<file path="src/sv/ppfp_pkg.sv">
// ============================================================================
// ppfp_pkg: shared types and constants of the ping-pong frame player
// Holds the input and result word structs, the list sizes and the action and
// status codes.
// ============================================================================
package ppfp_pkg;

    localparam int LIST_FRAMES = 256;
    localparam int LIST_WORDS  = 4096;
    localparam int FRAME_WORDS = 64;

    typedef enum logic [2:0] {
        ACT_TICK  = 3'd0,
        ACT_RESET = 3'd1,
        ACT_ABORT = 3'd2,
        ACT_BEGIN = 3'd3,
        ACT_PUSH  = 3'd4,
        ACT_END   = 3'd5,
        ACT_CLEAR = 3'd6,
        ACT_NONE  = 3'd7
    } t_action;

    localparam logic [1:0] ST_OK   = 2'd0;
    localparam logic [1:0] ST_REJ  = 2'd1;
    localparam logic [1:0] ST_FULL = 2'd2;

    localparam logic [3:0] GAIN_CODE   = 4'h2;
    localparam logic [3:0] COMMIT_CODE = 4'hF;
    localparam int         ZERO_WORDS  = 16;

    typedef struct packed {
        logic [2:0]  action;
        logic        list_select;
        logic [8:0]  frame_total;
        logic [31:0] push_word;
        logic        last_word;
    } t_in_item;

    typedef struct packed {
        logic        result_kind;
        logic [31:0] out_word;
        logic        end_of_run;
        logic [1:0]  status;
        logic        is_playing;
        logic        active_list;
        logic [8:0]  frame_position;
        logic [8:0]  free_frames_a;
        logic [8:0]  free_frames_b;
        logic [31:0] switch_count;
        logic [31:0] hold_count;
    } t_out_item;

    // Job handed from the control front to the word emitter.
    typedef struct packed {
        logic        words;      // 1: stream words, 0: one status item
        logic        abort;      // generate the abort sequence
        logic        list;       // list to read for a frame
        logic [11:0] start;      // first word address within the list
        logic [6:0]  count;      // number of frame words
        t_out_item   snap;       // state snapshot and status
    } t_job;

endpackage

</file>
<file path="src/sv/ppfp_front.sv">
// ============================================================================
// ppfp_front: command decoder and list bookkeeping
// Applies each action to the list state, writes pushed words and frame
// descriptors, and queues one job per action for the word emitter.
// ============================================================================
module ppfp_front import ppfp_pkg::*; (
    input  logic     i_clk,
    input  logic     i_rst_n,
    input  logic     i_go,
    input  t_in_item i_item,
    // frame descriptor read, data arrives in the next cycle
    output logic [8:0]  o_desc_raddr,
    input  logic [18:0] i_desc_rdata,
    output logic        o_desc_we,
    output logic [8:0]  o_desc_waddr,
    output logic [18:0] o_desc_wdata,
    output logic        o_word_we,
    output logic [12:0] o_word_waddr,
    output logic [31:0] o_word_wdata,
    output logic        o_busy,
    output logic        o_job_valid,
    output t_job        o_job,
    input  logic        i_job_full
);
    typedef enum logic [1:0] {S_IDLE, S_DESC, S_WAIT} t_state;

    t_state      r_state;
    logic [8:0]  r_exp    [2];
    logic [8:0]  r_loaded [2];
    logic [12:0] r_used   [2];
    logic        r_ready  [2];
    logic [6:0]  r_open;
    logic        r_play;
    logic        r_cur;
    logic [8:0]  r_frame;
    logic [31:0] r_sw;
    logic [31:0] r_hold;
    logic        r_job_valid;
    t_job        r_job;

    logic [8:0]  n_exp    [2];
    logic [8:0]  n_loaded [2];
    logic [12:0] n_used   [2];
    logic        n_ready  [2];
    logic [6:0]  n_open;
    logic        n_play;
    logic        n_cur;
    logic [8:0]  n_frame;
    logic [31:0] n_sw;
    logic [31:0] n_hold;
    logic [1:0]  n_status;
    logic        n_emit;      // the action emits a status job (or, for abort, the abort job)
    logic        n_abort;
    logic        n_tick_frame;
    logic        n_desc;
    logic        l;
    logic [13:0] fill;

    function automatic logic [8:0] free_of(input logic [8:0] e, input logic [8:0] ld);
        return (e > ld) ? e - ld : 9'd0;
    endfunction

    // Actions are applied in S_IDLE; a tick that plays a frame first fetches
    // its descriptor and finishes in S_DESC.
    always_comb begin
        n_exp = r_exp; n_loaded = r_loaded; n_used = r_used; n_ready = r_ready;
        n_open = r_open; n_play = r_play; n_cur = r_cur; n_frame = r_frame;
        n_sw = r_sw; n_hold = r_hold; n_status = ST_OK;
        n_emit = 1'b0; n_abort = 1'b0; n_tick_frame = 1'b0; n_desc = 1'b0;
        o_word_we = 1'b0; o_desc_we = 1'b0;
        l = i_item.list_select;
        fill = 14'(r_used[l]) + 14'(r_open) + 14'd1;
        o_word_waddr = {l, 12'(r_used[l] + 13'(r_open))};
        o_word_wdata = i_item.push_word;
        o_desc_waddr = {l, 8'(r_loaded[l])};
        o_desc_wdata = {12'(r_used[l]), 7'(r_open + 7'd1)};
        o_desc_raddr = {r_cur, 8'(r_frame)};

        if (r_state == S_IDLE && i_go) begin
            n_emit = 1'b1;
            unique case (t_action'(i_item.action))
                ACT_TICK: begin
                    if (!r_play) begin
                        n_emit = 1'b1;
                    end else if (r_frame < r_loaded[r_cur]) begin
                        n_emit = 1'b0; n_desc = 1'b1;
                    end else begin
                        if (r_ready[!r_cur] && r_loaded[!r_cur] != 9'd0) begin
                            n_exp[r_cur] = '0; n_loaded[r_cur] = '0;
                            n_used[r_cur] = '0; n_ready[r_cur] = 1'b0;
                            n_cur = !r_cur; n_frame = '0; n_sw = r_sw + 32'd1;
                        end else begin
                            n_hold = r_hold + 32'd1;
                        end
                    end
                end
                ACT_RESET, ACT_ABORT: begin
                    n_play = 1'b0; n_cur = 1'b0; n_frame = '0; n_open = '0;
                    for (int k = 0; k < 2; k++) begin
                        n_exp[k] = '0; n_loaded[k] = '0; n_used[k] = '0; n_ready[k] = 1'b0;
                    end
                    n_abort = (i_item.action == ACT_ABORT);
                end
                ACT_BEGIN: begin
                    if (i_item.frame_total == 9'd0 || 32'(i_item.frame_total) > LIST_FRAMES) begin
                        n_status = ST_REJ;
                    end else begin
                        n_exp[l] = i_item.frame_total; n_loaded[l] = '0;
                        n_used[l] = '0; n_ready[l] = 1'b0; n_open = '0;
                    end
                end
                ACT_PUSH: begin
                    if (r_loaded[l] >= r_exp[l] || 32'(r_loaded[l]) >= LIST_FRAMES) begin
                        n_status = ST_REJ; n_open = '0;
                    end else if (32'(r_open) >= FRAME_WORDS) begin
                        n_status = ST_REJ; n_open = '0;
                    end else if (32'(fill) > LIST_WORDS) begin
                        n_status = ST_FULL; n_open = '0;
                    end else begin
                        o_word_we = 1'b1;
                        n_open = r_open + 7'd1;
                        if (i_item.last_word) begin
                            o_desc_we = 1'b1;
                            n_used[l] = r_used[l] + 13'(r_open) + 13'd1;
                            n_loaded[l] = r_loaded[l] + 9'd1;
                            n_open = '0;
                            if (n_loaded[l] == r_exp[l]) begin
                                n_ready[l] = 1'b1;
                                if (!r_play && l == 1'b0) begin
                                    n_cur = 1'b0; n_frame = '0; n_play = 1'b1;
                                end
                            end
                        end
                    end
                end
                ACT_END: begin
                    if (r_loaded[l] == 9'd0) begin
                        n_status = ST_REJ;
                    end else begin
                        n_ready[l] = 1'b1;
                        if (!r_play && l == 1'b0) begin
                            n_cur = 1'b0; n_frame = '0; n_play = 1'b1;
                        end
                    end
                end
                ACT_CLEAR: begin
                    n_exp[l] = '0; n_loaded[l] = '0; n_used[l] = '0;
                    n_ready[l] = 1'b0; n_open = '0;
                end
                default: n_status = ST_REJ;
            endcase
        end else if (r_state == S_DESC) begin
            // Descriptor is on the read port; advance and maybe finish the list.
            n_tick_frame = 1'b1;
            n_frame = r_frame + 9'd1;
            if (n_frame >= r_loaded[r_cur]) begin
                n_exp[r_cur] = '0; n_loaded[r_cur] = '0;
                n_used[r_cur] = '0; n_ready[r_cur] = 1'b0;
                n_frame = '0;
                if (r_ready[!r_cur] && r_loaded[!r_cur] != 9'd0) begin
                    n_cur = !r_cur; n_sw = r_sw + 32'd1;
                end else begin
                    n_play = 1'b0; n_hold = r_hold + 32'd1;
                end
            end
        end
    end

    always_ff @(posedge i_clk) begin
        if (!i_rst_n) begin
            r_state <= S_IDLE;
            for (int k = 0; k < 2; k++) begin
                r_exp[k] <= '0; r_loaded[k] <= '0; r_used[k] <= '0; r_ready[k] <= 1'b0;
            end
            r_open <= '0; r_play <= 1'b0; r_cur <= 1'b0; r_frame <= '0;
            r_sw <= '0; r_hold <= '0; r_job_valid <= 1'b0;
        end else begin
            r_exp <= n_exp; r_loaded <= n_loaded; r_used <= n_used; r_ready <= n_ready;
            r_open <= n_open; r_play <= n_play; r_cur <= n_cur; r_frame <= n_frame;
            r_sw <= n_sw; r_hold <= n_hold;
            r_job_valid <= n_emit || n_tick_frame;
            unique case (r_state)
                S_IDLE:  r_state <= n_desc ? S_DESC : (n_emit ? S_WAIT : S_IDLE);
                S_DESC:  r_state <= S_WAIT;
                S_WAIT:  r_state <= i_job_full ? S_WAIT : S_IDLE;
                default: r_state <= S_IDLE;
            endcase
        end
        if (n_emit || n_tick_frame) begin
            r_job.words  <= n_tick_frame || n_abort;
            r_job.abort  <= n_abort;
            r_job.list   <= r_cur;
            r_job.start  <= i_desc_rdata[18:7];
            r_job.count  <= i_desc_rdata[6:0];
            r_job.snap.result_kind    <= n_tick_frame || n_abort;
            r_job.snap.out_word       <= '0;
            r_job.snap.end_of_run     <= 1'b1;
            r_job.snap.status         <= n_status;
            r_job.snap.is_playing     <= n_play;
            r_job.snap.active_list    <= n_cur;
            r_job.snap.frame_position <= n_frame;
            r_job.snap.free_frames_a  <= free_of(n_exp[0], n_loaded[0]);
            r_job.snap.free_frames_b  <= free_of(n_exp[1], n_loaded[1]);
            r_job.snap.switch_count   <= n_sw;
            r_job.snap.hold_count     <= n_hold;
        end
    end

    // The front holds its next command until the queue has room.
    assign o_busy      = (r_state != S_IDLE) || i_job_full;
    assign o_job_valid = r_job_valid;
    assign o_job       = r_job;
endmodule

</file>
<file path="config.mk">
export PLATFORM = sky130hd
export DESIGN_NAME = ppfp_front
export DESIGN_NICKNAME = d
export VERILOG_FILES = /design/src/sv/ppfp_pkg.sv /design/src/sv/ppfp_front.sv
export SDC_FILE = /design/constraint.sdc
export NUM_CORES = 1
export LEC_CHECK = 0
export BUFFER_PORTS_ARGS = -buffer_cell sky130_fd_sc_hd__buf_2
export CAP_MARGIN = 15
export CORE_MARGIN = 8
export CORE_UTILIZATION = 41
export CTS_CLUSTER_SIZE = 16
export DETAILED_ROUTE_END_ITERATION = 12
export PLACE_DENSITY = 0.62
export SKIP_LAST_GASP = 1
export SLEW_MARGIN = 20
export SYNTH_ARGS = -nofsm -noshare
export SYNTH_HDL_FRONTEND = slang
export SYNTH_SLANG_ARGS = --single-unit
</file>
<file path="constraint.sdc">
create_clock -name i_clk -period 7.2 [get_ports i_clk]
set_input_delay 0.72 -clock i_clk [delete_from_list [all_inputs] [get_ports i_clk]]
set_output_delay 0.72 -clock i_clk [all_outputs]
set_load 0.01 [all_outputs]
</file>
==> results_dict.tcl <==
set metrics [dict create \
    status "finished, final reports clean" \
    grt.total_usage_pct 19.2 \
    start_util_pct 41.3 \
    p_total_mw 3.35 \
    clkSinkCount 266 \
    dr_total_vias 12100 \
    report.final.slew_viol_count 0 \
    setup_violations 0 \
    cts_setup_buffers 0 \
    cp_num_buf_inv 0 \
    overflow 0 \
    row_count 70 \
    p_leak_nw 7.09 \
    drc 0 \
    ir_drop_mv 0.164 \
    dieArea_um2 43000 \
    antenna_found_initial 3 \
    synth.largest_area_cell "edfxtp_1" \
    final_antenna_net_count 0 \
    max_freq_mhz 166 \
    tightest_slew_ns 1.02 \
    path_class "flop to flop" \
    ys_ff_latch 266 \
    yosys-top-cells-count "149 x dfxtp_1, 137 x nand2_1, 117 x edfxtp_1" \
    synth-edff-count 117 \
    cp_slowest_cell "o21ai_1" \
    fin_setup_tns_ns 0 \
    worstPathCellList "mux2i_1 > ha_1 > a21boi_0 > o31ai_1 > a31oi_1 > o21ai_1 > nor2_1 > a31oi_1 > a22o_1 > ha_1 > nor2b_1 > o21ai_0 > a21boi_0 > o21ai_0 > a21oi_1 > o21a_1 > o21ai_1 > nor4bb_1" \
    viasPerCell 5.52 \
    r2r-end "o_job[80]" \
    first_global_vias 11900 \
    hold_path.class "input port to flop" \
    yosysMostFrequentCell "dfxtp_1" \
    min-delay-start "i_desc_rdata[8]" \
    drive_above_1_share_pct 17.7 \
    clkTransAtPathRegs_ns 0.06 \
    htree_levels 1 \
    min_delay_path_depth 1 \
    cts_resized 0 \
    numCtsBuffers 30 \
    crit_arrival_ns 6.39 \
    synthTopCellsByArea "edfxtp_1 23%, dfxtp_1 20%, ha_1 5.1%" \
    yosysWarnings 0 \
    place.gp.congestion 0.919 \
    maxCapViolations 0 \
    r2r_setup_slack_ns 1.19 \
    die_w_um 207 \
    dp_hpwl_um 32600 \
    synth_top_area_share_pct 23.4 \
    critPathLaunchType "flop" \
    syn_area_per_cell_um2 9.73 \
    synthFlopType "dfxtp_1" \
    insertion_delay_ns 0.59 \
    grt_pass1_wl_um 67500 \
    drt_iter0_drc 854 \
    io_pins 306 \
    worstRegToRegCells 18 \
    hold_viol 0 \
    area.growth.synth_to_final_pct 13.6 \
    drt-total-wl_um 42900 \
    finClkSkew_ns 0.0274 \
    cts_tree "done" \
    period_share_pct 83.5 \
    maxSlewHeadroom_pct 32.2 \
    cts_root_buf "clkbuf_16" \
    coreArea_um2 36300 \
    fin_crit_ns 6.01 \
    ys_seq_area_share_pct 43.3 \
    critPathMaxStageDelay_ns 0.73 \
    r2r-start "r_cur" \
    drtPass1Iterations 7 \
    die_h_um 207 \
    cts.hold.buffers_added 0 \
    synth_cell_types 84 \
    io_buffers 208 \
    clock_path_buffers 3 \
    routedWlPerCell_um 19.6 \
    async_flop_share_pct 0 \
    syn_inst 1544 \
    rsz0062_at_grt "false" \
    grt_max_degree 89 \
    crit_fanout 11 \
    critPathTopFamily "compound AO/OA/AOI/OAI gates" \
    final_nets 1832 \
    whs_endpoint "o_job[137]" \
    end_kind "flop" \
    syn_area_um2 15000 \
    power_density_nw_per_um2 196 \
    required_ns 7.58 \
]
-- logic make-up (layout without fill, tap and decap cells) --
logic type	after synthesis	in the layout	share of synthesized area, %
adder cells (fa/ha/maj)	64	64	5.48
multiplexers	45	45	3.24
flip-flops	266	266	43.3
AO/OA/AOI/OAI	315	315	15.2
other	2	34	0.0500
AND/OR/NAND/NOR	534	534	18.2
buffers and inverters	201	347	7.23
XOR/XNOR	117	117	7.28
-- per-stage QoR --
step / hold slack (ns) / utilization (%) / instance area (um2) / setup slack [ns] / cells
floorplan: 0.430 / - / 15100 / 0.141 / 1575
global route: 0.293 / 46.9 / 17100 / 0.712 / 2190
detailed placement: 0.455 / 44.2 / 16100 / 0.683 / 2135
CTS: 0.289 / 46.9 / 17100 / 1.28 / 2189
global placement: 0.444 / 44.2 / 16100 / 0.854 / 2135
finish: 0.324 / 46.9 / 17100 / 1.19 / 2190
-- cells in the final DEF, fill, tap and decap left out, types with 34 or more instances in the layout --
cell	netlist	routed
xnor2_1	74	74
dfxtp_1	149	149
and2_1	89	89
a21oi_1	46	46
xor2_1	38	38
nand3_1	55	55
buf_2	9	207
nor2_1	81	80
nand2_1	137	137
o21ai_0	42	42
inv_1	62	62
nor3_1	34	34
edfxtp_1	117	117
ha_1	61	61
-- per-layer routing --
layer  GRT usage (%)  share of wire [%]  up-vias  routed length [um]
met5               0              0.030        -                  13
met4            6.63                3.5        2                1520
met3            4.42                6.6       87                2840
met2            32.0                 46      441               19900
met1            24.1                 44     5738               18700
li1                -                  -     5824                   -
-- worst reg2reg max path, delay by kind of cell, from the launching register on --
kind	cells	cell delay [ns]
simple gates	3	0.77
flops	1	0.65
compound gates	12	3.42
fa+ha+maj	2	0.56
mux	1	0.43
-- report_power, final --
group	switching (mW)	total (mW)	leakage (nW)	internal, mW
clock network	0.633	1.51	0.462	0.874
logic	0.149	0.214	4.26	0.0645
registers	0.0123	1.63	2.37	1.61
total	0.795	3.35	7.09	2.55
-- cell type report --
class / instances / area (um2)
Fill cell: 3356 / 19300
Multi-Input combinational cell: 1108 / 7560
Sequential cell: 266 / 6500
Timing Repair Buffer: 229 / 1200
Clock buffer: 42 / 827
Tap cell: 468 / 586
Inverter: 64 / 240
Clock inverter: 12 / 140
Antenna cell: 1 / 2.50
-- worst max-delay path by stage --
stage               start        end  slack [ns]  depth (start not counted)
5_1_grt        i_item[42]  o_job[71]        0.71                         21
3_3_place_gp   i_item[42]  o_job[71]        0.85                         21
6_report            r_cur  o_job[80]        1.19                         18
2_1_floorplan  i_item[42]  o_job[71]        0.14                         27
4_1_cts             r_cur  o_job[80]        1.28                         18
3_5_place_dp   i_item[42]  o_job[71]        0.68                         21
-- sequential cells by signal, indices dropped and copies added, names as in the netlist, 2 cells and up --
name and flops:
r_frame 9, r_loaded 18, r_hold 32, r_ready 2, r_open 7, o_job 117, r_exp 18, r_state 2
r_used 26, r_sw 32
(Power assumes the default switching activity.)
