--- src/sv/ppfp_pkg.sv ---
// ============================================================================
// ppfp_pkg: shared types and constants of the ping-pong frame player
// Holds the input and result word structs, the list sizes and the action and
// status codes.
// ============================================================================
package ppfp_pkg;

    localparam int LIST_FRAMES = 256;
    localparam int LIST_WORDS  = 4096;
    localparam int FRAME_WORDS = 64;

    typedef enum logic [2:0] {
        ACT_TICK  = 3'd0,
        ACT_RESET = 3'd1,
        ACT_ABORT = 3'd2,
        ACT_BEGIN = 3'd3,
        ACT_PUSH  = 3'd4,
        ACT_END   = 3'd5,
        ACT_CLEAR = 3'd6,
        ACT_NONE  = 3'd7
    } t_action;

    localparam logic [1:0] ST_OK   = 2'd0;
    localparam logic [1:0] ST_REJ  = 2'd1;
    localparam logic [1:0] ST_FULL = 2'd2;

    localparam logic [3:0] GAIN_CODE   = 4'h2;
    localparam logic [3:0] COMMIT_CODE = 4'hF;
    localparam int         ZERO_WORDS  = 16;

    typedef struct packed {
        logic [2:0]  action;
        logic        list_select;
        logic [8:0]  frame_total;
        logic [31:0] push_word;
        logic        last_word;
    } t_in_item;

    typedef struct packed {
        logic        result_kind;
        logic [31:0] out_word;
        logic        end_of_run;
        logic [1:0]  status;
        logic        is_playing;
        logic        active_list;
        logic [8:0]  frame_position;
        logic [8:0]  free_frames_a;
        logic [8:0]  free_frames_b;
        logic [31:0] switch_count;
        logic [31:0] hold_count;
    } t_out_item;

    // Job handed from the control front to the word emitter.
    typedef struct packed {
        logic        words;      // 1: stream words, 0: one status item
        logic        abort;      // generate the abort sequence
        logic        list;       // list to read for a frame
        logic [11:0] start;      // first word address within the list
        logic [6:0]  count;      // number of frame words
        t_out_item   snap;       // state snapshot and status
    } t_job;

endpackage

--- src/sv/ppfp_back.sv ---
// ============================================================================
// ppfp_back: job queue and word emitter
// Buffers jobs from the front and streams frame words, abort words or a
// status item, one result per cycle.
// ============================================================================
module ppfp_back import ppfp_pkg::*; (
    input  logic        i_clk,
    input  logic        i_rst_n,
    input  logic        i_job_valid,
    input  t_job        i_job,
    output logic        o_full,
    output logic        o_idle,
    output logic [12:0] o_word_raddr,
    input  logic [31:0] i_word_rdata,
    output logic        o_valid,
    output t_out_item   o_item
);
    typedef enum logic [1:0] {B_IDLE, B_RUN} t_bstate;

    t_job        r_q [2];
    logic [1:0]  r_cnt;
    logic        r_wp, r_rp;
    t_bstate     r_state;
    t_job        r_cur;
    logic [6:0]  r_idx;       // next word index to read
    logic [6:0]  r_total;
    logic        r_rd_v;      // a read is in flight
    logic        r_rd_last;
    logic        r_valid;
    t_out_item   r_item;
    logic        pop, rd_fire, push;

    assign push = i_job_valid;
    assign pop  = (r_state == B_IDLE) && (r_cnt != 2'd0);
    assign rd_fire = (r_state == B_RUN) && (r_idx != r_total);
    assign o_word_raddr = {r_cur.list, 12'(r_cur.start + 12'(r_idx))};

    always_ff @(posedge i_clk) begin
        if (!i_rst_n) begin
            r_cnt <= '0; r_wp <= 1'b0; r_rp <= 1'b0; r_state <= B_IDLE;
            r_rd_v <= 1'b0; r_valid <= 1'b0; r_idx <= '0; r_total <= '0;
        end else begin
            if (push) begin
                r_q[r_wp] <= i_job; r_wp <= !r_wp;
            end
            if (pop) r_rp <= !r_rp;
            r_cnt <= r_cnt + 2'(push) - 2'(pop);
            r_valid <= 1'b0;
            r_rd_v  <= 1'b0;
            unique case (r_state)
                B_IDLE: begin
                    if (pop) begin
                        r_cur <= r_q[r_rp];
                        r_idx <= '0;
                        if (!r_q[r_rp].words) begin
                            r_valid <= 1'b1; r_item <= r_q[r_rp].snap;
                        end else begin
                            r_state <= B_RUN;
                            r_total <= r_q[r_rp].abort ? 7'(ZERO_WORDS + 1)
                                                       : r_q[r_rp].count;
                        end
                    end
                end
                B_RUN: begin
                    if (rd_fire) begin
                        r_idx <= r_idx + 7'd1;
                        if (r_cur.abort) begin
                            r_valid <= 1'b1;
                            r_item <= r_cur.snap;
                            r_item.end_of_run <= (r_idx + 7'd1 == r_total);
                            r_item.out_word <= (r_idx == 7'(ZERO_WORDS)) ?
                                {COMMIT_CODE, 28'd0} :
                                {GAIN_CODE, r_idx[3], r_idx[2:0], 24'd0};
                            if (r_idx + 7'd1 == r_total) r_state <= B_IDLE;
                        end else begin
                            r_rd_v <= 1'b1;
                            r_rd_last <= (r_idx + 7'd1 == r_total);
                        end
                    end
                    if (r_rd_v) begin
                        r_valid <= 1'b1;
                        r_item <= r_cur.snap;
                        r_item.out_word <= i_word_rdata;
                        r_item.end_of_run <= r_rd_last;
                        if (r_rd_last) r_state <= B_IDLE;
                    end
                end
                default: r_state <= B_IDLE;
            endcase
        end
    end

    assign o_full  = (r_cnt == 2'd2) || (r_cnt == 2'd1 && push);
    assign o_idle  = (r_state == B_IDLE) && (r_cnt == 2'd0);
    assign o_valid = r_valid;
    assign o_item  = r_item;
endmodule

--- config.mk ---
export PLATFORM = sky130hd
export DESIGN_NAME = ppfp_back
export DESIGN_NICKNAME = d
export VERILOG_FILES = /design/src/sv/ppfp_pkg.sv /design/src/sv/ppfp_back.sv
export SDC_FILE = /design/constraint.sdc
export NUM_CORES = 1
export LEC_CHECK = 0
export ABC_CLOCK_PERIOD_IN_PS = 26200
export BUFFER_PORTS_ARGS = -buffer_cell sky130_fd_sc_hd__buf_2
export CAP_MARGIN = 25
export CORE_AREA = 2 2 234 236
export DETAILED_ROUTE_END_ITERATION = 10
export DIE_AREA = 0 0 236 238
export HOLD_SLACK_MARGIN = 0.08
export PLACE_DENSITY_LB_ADDON = 0.08
export SYNTH_ARGS = -nofsm -noshare
export SYNTH_HDL_FRONTEND = slang
export SYNTH_SLANG_ARGS = --single-unit
--- constraint.sdc ---
create_clock -name i_clk -period 26.2 [get_ports i_clk]
set_clock_uncertainty 0.1 [all_clocks]
set_input_delay 1.31 -clock i_clk [delete_from_list [all_inputs] [get_ports i_clk]]
set_output_delay 1.31 -clock i_clk [all_outputs]
set_load 0.03 [all_outputs]
==> reports/metrics.yaml, run 1 <==
run_status:
  status: "complete, no violations"
job:
  max_cap_viol_count: 0
floorplan:
  initial_core_util_pct: 39.7
  ios: 331
  coreArea_um2: 53500
  die_width_um: 236
  rows: 85
  dieArea_um2: 56200
  die-height_um: 238
power:
  power.leakage_nw: 9.26
  peakVddDrop_v: 0.0000543
  power.density_nw_per_um2: 88.2
logic_synthesis:
  ys_seq_area_share_pct: 78.8
  ys_types: 50
  postSynthAreaPerCell_um2: 16.2
  ys_warn_count: 0
  ys_seq_elements: 565
  synth_edf_count: 542
  synth_cells: 1309
  synth_top_area_share_pct: 76.6
  async_flop_share_pct: 0
  yosysTopAreaCell: "edfxtp_1"
  synth_area_leaders: "edfxtp_1 77%, mux2_2 5.8%, nor2_1 5.5%"
  synth.cell_area_um2: 21200
  synth-main-ff-cell: "edfxtp_1"
  synth_most_common_cell: "edfxtp_1"
  syn_nets: 1507
  synthTopCellsByCount: "542 x edfxtp_1, 314 x nor2_1, 110 x mux2_2"
clock_network:
  cts_htree_levels: 2
  cts_tree: "yes"
  postCtsResizedCells: 0
  postCtsHoldBufs: 0
  cts.sinks: 565
  clkSlewWorstSetupHoldPaths_ns: 0.06
  cts.path.max_buffers: 3
  postCtsSetupBuffers: 0
  cts_root_buf: "clkbuf_16"
  clk_latency_ns: 0.61
  cts_buffers: 60
grt:
  first_global_vias: 11615
  gr-usage-met3_pct: 5.38
  use_met1_pct: 21.5
  grt_pass1_wl_um: 70900
  grt_util_all_layers_pct: 16.8
  grt-ovfl-total: 0
  top_usage_layer: "met2"
  antenna_found_initial: 16
  met2_usage_pct: 27.7
  grt_max_degree: 142
worst_setup_path:
  cp-start-kind: "flop"
  crit_chain: "ha_1, inv_1, fa_1, nor2b_1, o21a_1, o21a_1, o21ai_0, o211ai_1, buf_2"
  setup.worst_path.class: "flop to primary output"
  cp.arrival_ns: 2.88
  r2r_start: "r_idx[4]"
  slowest_stage: "dfxtp_1"
  worst-path-max-fanout: 7
  startpoint: "r_idx[0]"
  cp_common_cell: "o21a_1"
  cp.required_ns: 24.79
  slowest_delay_ns: 0.47
  cp-end-kind: "primary output"
hold_path:
  hold_start: "r_total[4]"
  hold_path.class: "flop to flop"
layout:
  fill_cells: 4718
  register_area_um2: 16700
  drive_gt1_share_pct: 32.5
  finalCoreUtilization_pct: 48.1
  multi_input_area_um2: 4260
  area_delta_synth_final_pct: 21.2
  fin_nets: 1860
  fin_area_um2: 25700
placement:
  routabilityCongestion: 0.791
  placed_cell_area_um2: 23700
  io_buffers: 330
  pre_cts_ws_ns: 21.96
  hpwl_um: 29600
detailed_routing:
  wl_um: 47800
  antenna_violating_nets_post_route: 0
  routed-via-count: 11584
  wl_per_cell_um: 19.8
  drt_pass1_iterations: 4
  viasPerCell: 4.80
  dr.first_iter.drc_count: 687
  drcViolationCount: 0
sta:
  hold_ws_ns: 0.410
  relSlewSlack_pct: 32.3
  setup_tns_ns: 0
  rsz0062_at_grt: "false"
  max_freq_mhz: 233
  final-hold-violation-count: 0
  slew_violations: 0
  worst_slack_ns: 21.91
  worst_slew_pin_slew_ns: 1.02
  finalCritPeriodShare_pct: 16.4
  setup_violations: 0
  fin_crit_ns: 4.29
-- kinds of logic (layout without fill, tap and decap cells) --
kind of cell | count (synthesis) | in the layout | share of synthesized area (%)
DFF | 565 | 565 | 78.8
muxes | 156 | 156 | 8.00
AOI/OAI and AO/OA | 78 | 78 | 2.30
other | 1 | 6 | 0.0176
buffers and inverters | 71 | 473 | 1.37
xor gates and xnor gates | 22 | 22 | 0.907
and+or+nand+nor | 404 | 404 | 7.91
adders and majority gates | 12 | 12 | 0.742
-- routing by layer --
metal  wire length (um)  vias to the layer above  share of wire (%)
met5                126                        -               0.26
met4                881                       18                1.8
met3               3210                       81                6.7
met2              23000                      260                 48
met1              20600                     5672                 43
li1                   -                     5553                  -
-- layout make-up --
cell class              count  area share (%)
flip-flops and latches    565            65.0
multi-input cells         673            16.6
repair buffers            348            7.22
clock buffers              70            6.06
well taps                 696            3.38
clock inverters            41            1.51
inverters                  14           0.204
diodes                      5          0.0486
-- flip-flops by register name (all words and copies together) (netlist names), 2 cells and up, named ones only --
register	cells
r_q	302
r_idx	7
r_cnt	2
r_state	2
r_cur	109
o_item	129
r_total	7
-- report_power, final --
| group | total (mW) | internal [mW] | switching, mW |
|---|---|---|---|
| Combinational | 0.319 | 0.119 | 0.200 |
| Sequential | 1.11 | 1.09 | 0.0266 |
| Clock | 0.840 | 0.493 | 0.346 |
-- critical path: cells and delay by family, from the launching register on --
family | cells | cell delay [ns]
flip-flops | 1 | 0.47
adder cells (fa/ha/maj) | 2 | 0.64
AO/OA/AOI/OAI | 4 | 0.71
buffers and inverters | 2 | 0.29
AND/OR/NAND/NOR | 1 | 0.16
-- per-stage QoR --
stage / power [mW] / instances
after floorplan: 1.37 / 1309
after global placement: 1.45 / 2293
after detailed placement: 1.46 / 2294
after CTS: 2.30 / 2405
after global routing: 2.37 / 2408
final: 2.27 / 2412
-- placed cells by master (no fill, tap or decap), types with 11 or more instances in the layout --
master / count
a21oi_1: 13
buf_2: 330
buf_4: 14
clkbuf_16: 61
clkinv_1: 13
clkinv_2: 14
dfxtp_1: 22
edfxtp_1: 542
ha_1: 11
inv_1: 14
mux2_2: 110
mux2i_1: 46
nand2_1: 16
nand3_1: 30
nor2_1: 312
o21ai_0: 32
xnor2_1: 16
-- final timing paths --
path | end | depth (start not counted) | slack, ns
hold reg to reg | r_total[4] | 2 | 0.41
setup reg to reg | o_item[0] | 7 | 22.86
hold / removal | r_total[4] | 2 | 0.41
setup / recovery | o_word_raddr[10] | 9 | 21.91
(Power assumes the default switching activity.)
==> inputs of run 2 (changes only) <==
ABC_CLOCK_PERIOD_IN_PS = 4400   (was 26200)
clock period = 4.4 ns   (was 26.2 ns; I/O delays follow)
==> reports/metrics.yaml, run 2 (synthesis results as in run 1) <==
run_status:
  status: "complete, no violations"
power:
  seqPwrFrac_pct: 49.4
  swShare_pct: 25.4
  power_switching_mw: 3.41
  comb_power_share_pct: 15.0
  power.total_mw: 13.4
  internal-power_mw: 10.0
  peakVddDrop_v: 0.000336
  power.density_nw_per_um2: 488
  power.leakage_nw: 9.97
  pwr-share-clk_pct: 35.6
sta:
  fin_crit_ns: 3.08
  final-hold-violation-count: 0
  slew_violations: 0
  relSlewSlack_pct: 33.7
  max_freq_mhz: 324
  finalCritPeriodShare_pct: 70.1
  rsz0062_at_grt: "false"
  setup_tns_ns: 0
  worst_slew_pin_slew_ns: 0.994
  setup_violations: 0
worst_setup_path:
  crit_chain: "ha_1, inv_1, fa_1, nor2b_1, o21a_1, o21a_1, o21ai_0, o211ai_1, buf_2"
  cp_common_cell: "o21a_1"
  worst-path-max-fanout: 7
  slowest_stage: "fa_1"
  startpoint: "r_idx[0]"
  cp_num_buf_inv: 2
  cp-end-kind: "primary output"
  cp.depth: 9
  slowest_delay_ns: 0.40
  cp-start-kind: "flop"
  cp.arrival_ns: 2.76
  reg2reg_depth: 4
  crit_family: "compound AO/OA/AOI/OAI gates"
  cp.required_ns: 4.08
  setup.worst_path.class: "flop to primary output"
detailed_routing:
  dr.first_iter.drc_count: 729
  routed-via-count: 12326
  wl_per_cell_um: 19.0
  drcViolationCount: 0
  drt_pass1_iterations: 5
  wl_um: 49400
  antenna_violating_nets_post_route: 0
  viasPerCell: 4.75
floorplan:
  initial_core_util_pct: 39.7
  dieArea_um2: 56200
  rows: 85
  die-height_um: 238
  ios: 331
  coreArea_um2: 53500
  die_width_um: 236
grt:
  grt_max_degree: 73
  grt-ovfl-total: 0
  antenna_found_initial: 10
  grt_util_all_layers_pct: 17.3
  first_global_vias: 12574
  grt_pass1_wl_um: 74100
placement:
  routabilityCongestion: 0.785
  io_buffers: 330
  hpwl_um: 29100
job:
  max_cap_viol_count: 0
clock_network:
  cts_htree_levels: 2
  cts.path.max_buffers: 3
  clk_latency_ns: 0.61
  postCtsHoldBufs: 185
  cts_root_buf: "clkbuf_16"
  postCtsResizedCells: 0
  cts_buffers: 59
  postCtsSetupBuffers: 0
  cts.sinks: 565
  cts_tree: "yes"
  clkSlewWorstSetupHoldPaths_ns: 0.06
layout:
  layout_common_cells: "542 x edfxtp_1, 330 x buf_2, 312 x nor2_1"
  drive_gt1_share_pct: 29.2
  area_delta_synth_final_pct: 29.5
  fin_nets: 2045
  largest_register_ffs: 302
  fill_cells: 4550
  final_common_cell: "edfxtp_1"
  top_register: "r_q"
hold_path:
  hold_depth: 2
  hold_start: "i_job[76]"
  hold_path.class: "primary input to flop"
run 2: cell types whose count changed in the layout (fill, tap and decap cells not counted), sizes merged:
cell / delta
clkbuf: +8
clkinv: -9
bufinv: -3
dlygate4sd3: +185
inv: -1
clkinvlp: +1
diode: +3
buf: +1
run 2: cell type report:
type / count / area (um^2) / share of cell area [%]
Tap cell: 696 / 871 / 3.16
Multi-Input combinational cell: 673 / 4280 / 15.5
Antenna cell: 8 / 20.0 / 0.0727
Clock buffer: 78 / 1580 / 5.74
Sequential cell: 565 / 16700 / 60.8
Inverter: 14 / 52.6 / 0.191
Clock inverter: 29 / 263 / 0.955
Timing Repair Buffer: 534 / 3720 / 13.5
run 2: metal layers:
layer	up-vias	track usage (%)	routed length, um
met1	5994	22.2	21200
met4	6	5.40	1070
met3	80	4.36	3040
met5	-	0	41
li1	5945	-	-
met2	301	29.1	24000
run 2: stage by stage:
step / utilization, % / instance area [um^2] / cells / worst slack (ns) / hold WS, ns
floorplan: - / 21300 / 1309 / -1.52 / 0.219
global placement: 44.5 / 23800 / 2296 / 1.65 / 0.308
detailed placement: 44.5 / 23800 / 2297 / 1.62 / 0.311
CTS: 51.4 / 27500 / 2589 / 1.29 / 0.184
global route: 51.4 / 27500 / 2595 / 1.16 / 0.208
finish: 51.4 / 27500 / 2597 / 1.32 / 0.232
run 2: path summary, 6_finish.rpt:
check / to / slack, ns
setup / recovery: o_word_raddr[10] / 1.32
hold reg to reg: r_rd_v / 0.38
setup reg to reg: o_item[91] / 1.68
hold / removal: r_q[0][76] / 0.23
run 2: power by group through the flow:
stage               clock [mW]  combinational [mW]  sequential (mW)
floorplan                    0                1.16             6.90
CTS                       4.91                2.06             6.65
global route              5.13                2.21             6.67
detailed placement           0                1.92             6.75
finish                    4.78                2.02             6.63
global placement             0                1.89             6.74
==> inputs of run 3 (changes only) <==
ABC_CLOCK_PERIOD_IN_PS = 2500   (was 4400)
clock period = 2.5 ns   (was 4.4 ns; I/O delays follow)
==> reports/metrics.yaml, run 3 (synthesis results as in run 1) <==
run_status:
  status: "finished with violations"
  violations: "negative setup slack"
layout:
  largest_register_ffs: 302
  drive_gt1_share_pct: 31.8
  area_delta_synth_final_pct: 33.4
  final_common_cell: "edfxtp_1"
  layout_common_cells: "542 x edfxtp_1, 322 x buf_2, 309 x nor2_1"
  fin_nets: 2083
  top_register: "r_q"
  fin_area_um2: 28300
  fill_cells: 4521
power:
  pwr-share-clk_pct: 35.9
  internal-power_mw: 18.1
  comb_power_share_pct: 16.3
  peakVddDrop_v: 0.000523
  power.density_nw_per_um2: 854
  power_switching_mw: 6.07
  swShare_pct: 25.1
  seqPwrFrac_pct: 47.8
  power.leakage_nw: 10.3
sta:
  rsz0062_at_grt: "true"
  worst_slew_pin_slew_ns: 0.737
  finalCritPeriodShare_pct: 109
  relSlewSlack_pct: 49.6
  final-hold-violation-count: 0
  setup_violations: 4
  worst_slack_ns: -0.220
  max_freq_mhz: 368
  slew_violations: 0
  fin_crit_ns: 2.72
  setup_tns_ns: -0.555
detailed_routing:
  top_layer: "met5"
  dr.first_iter.drc_count: 619
  viasPerCell: 4.73
  wl_met2_um: 24800
  drt_pass1_iterations: 4
  wl_per_cell_um: 19.0
  wl_met3_um: 2270
  routed-via-count: 12460
  wl_um: 50100
  drcViolationCount: 0
  antenna_violating_nets_post_route: 0
  wl_met1_um: 21300
clock_network:
  cts.sinks: 565
  cts_htree_levels: 2
  clkSlewWorstSetupHoldPaths_ns: 0.06
  cts_buffers: 58
  clk_latency_ns: 0.61
  cts.path.max_buffers: 3
  cts_tree: "yes"
  cts_root_buf: "clkbuf_16"
job:
  max_cap_viol_count: 0
worst_setup_path:
  cp-end-kind: "primary output"
  cp.arrival_ns: 2.49
  worst-path-max-fanout: 3
  setup.worst_path.class: "flop to primary output"
  cp.required_ns: 2.28
  cp-start-kind: "flop"
placement:
  io_buffers: 330
  placed_cell_area_um2: 24200
  routabilityCongestion: 0.787
  hpwl_um: 30400
grt:
  first_global_vias: 12978
  grt_util_all_layers_pct: 17.6
  grt-ovfl-total: 0
  grt_max_degree: 78
  antenna_found_initial: 5
  grt_pass1_wl_um: 75500
floorplan:
  initial_core_util_pct: 39.7
  dieArea_um2: 56200
  die-height_um: 238
  rows: 85
  ios: 331
  coreArea_um2: 53500
  die_width_um: 236
hold_path:
  hold_path.class: "primary input to flop"
-- run 3: what timing repair did --
item                                    4_1_cts  5_1_grt
hold buffers                                186        0
gates resized for setup                      22       28
hold endpoints to repair                    355        0
setup buffers                                 3        5
pin swaps                                     9       18
cloned                                        0        5
endpoints found under the setup margin        8      130
-- run 3: final timing paths --
path / from / end / slack [ns] / cells past startpoint
min reg2reg: r_cur[149] / r_rd_v / 0.40 / 1
max: r_cur[138] / o_word_raddr[8] / -0.22 / 7
min: i_job[114] / r_q[1][114] / 0.13 / 2
max reg2reg: r_idx[0] / o_item[38] / 0.07 / 9
-- run 3: through the flow --
step	setup slack [ns]	hold WS [ns]	cells	power, mW	util, %
after floorplan	-3.42	0.124	1309	14.2	-
after global placement	0.0997	0.212	2322	15.4	45.2
after detailed placement	0.125	0.216	2322	15.4	45.2
after CTS	-0.270	0.0880	2619	24.5	52.5
after global routing	-0.346	0.109	2632	25.3	53.0
final	-0.220	0.132	2632	24.2	53.0
-- run 3: area by class of cell --
cell class	instances	area [um^2]	share of cell area (%)
antenna	3	7.51	0.0265
clock buffer	71	1520	5.37
clock inverter	37	390	1.38
inverter	14	52.6	0.185
multi-input combinational	673	4450	15.7
sequential	565	16700	59.1
tap	696	871	3.07
timing repair buffer	573	4310	15.2
-- run 3: layer usage --
layer	global-route usage [%]	vias to the layer above
met2	30.2	284
met4	6.91	4
li1	-	6016
met3	3.19	96
met5	0	-
met1	22.2	6060
-- run 3: worst max-delay path, stage by stage, from the launching register on --
cell and delay, ns:
edfxtp_1 0.37, ha_1 0.36, nor2b_1 0.15, o21a_1 0.19, o21a_1 0.23, o211a_1 0.24
o22a_1 0.20, buf_6 0.14
-- run 3: power groups by stage --
stage                     Sequential [mW]  Combinational [mW]  Clock (mW)
after floorplan                      12.1                2.07           0
after global placement               11.8                3.63           0
after detailed placement             11.8                3.66           0
after CTS                            11.6                3.94        8.96
after global routing                 11.6                4.32        9.31
final                                11.6                3.95        8.68
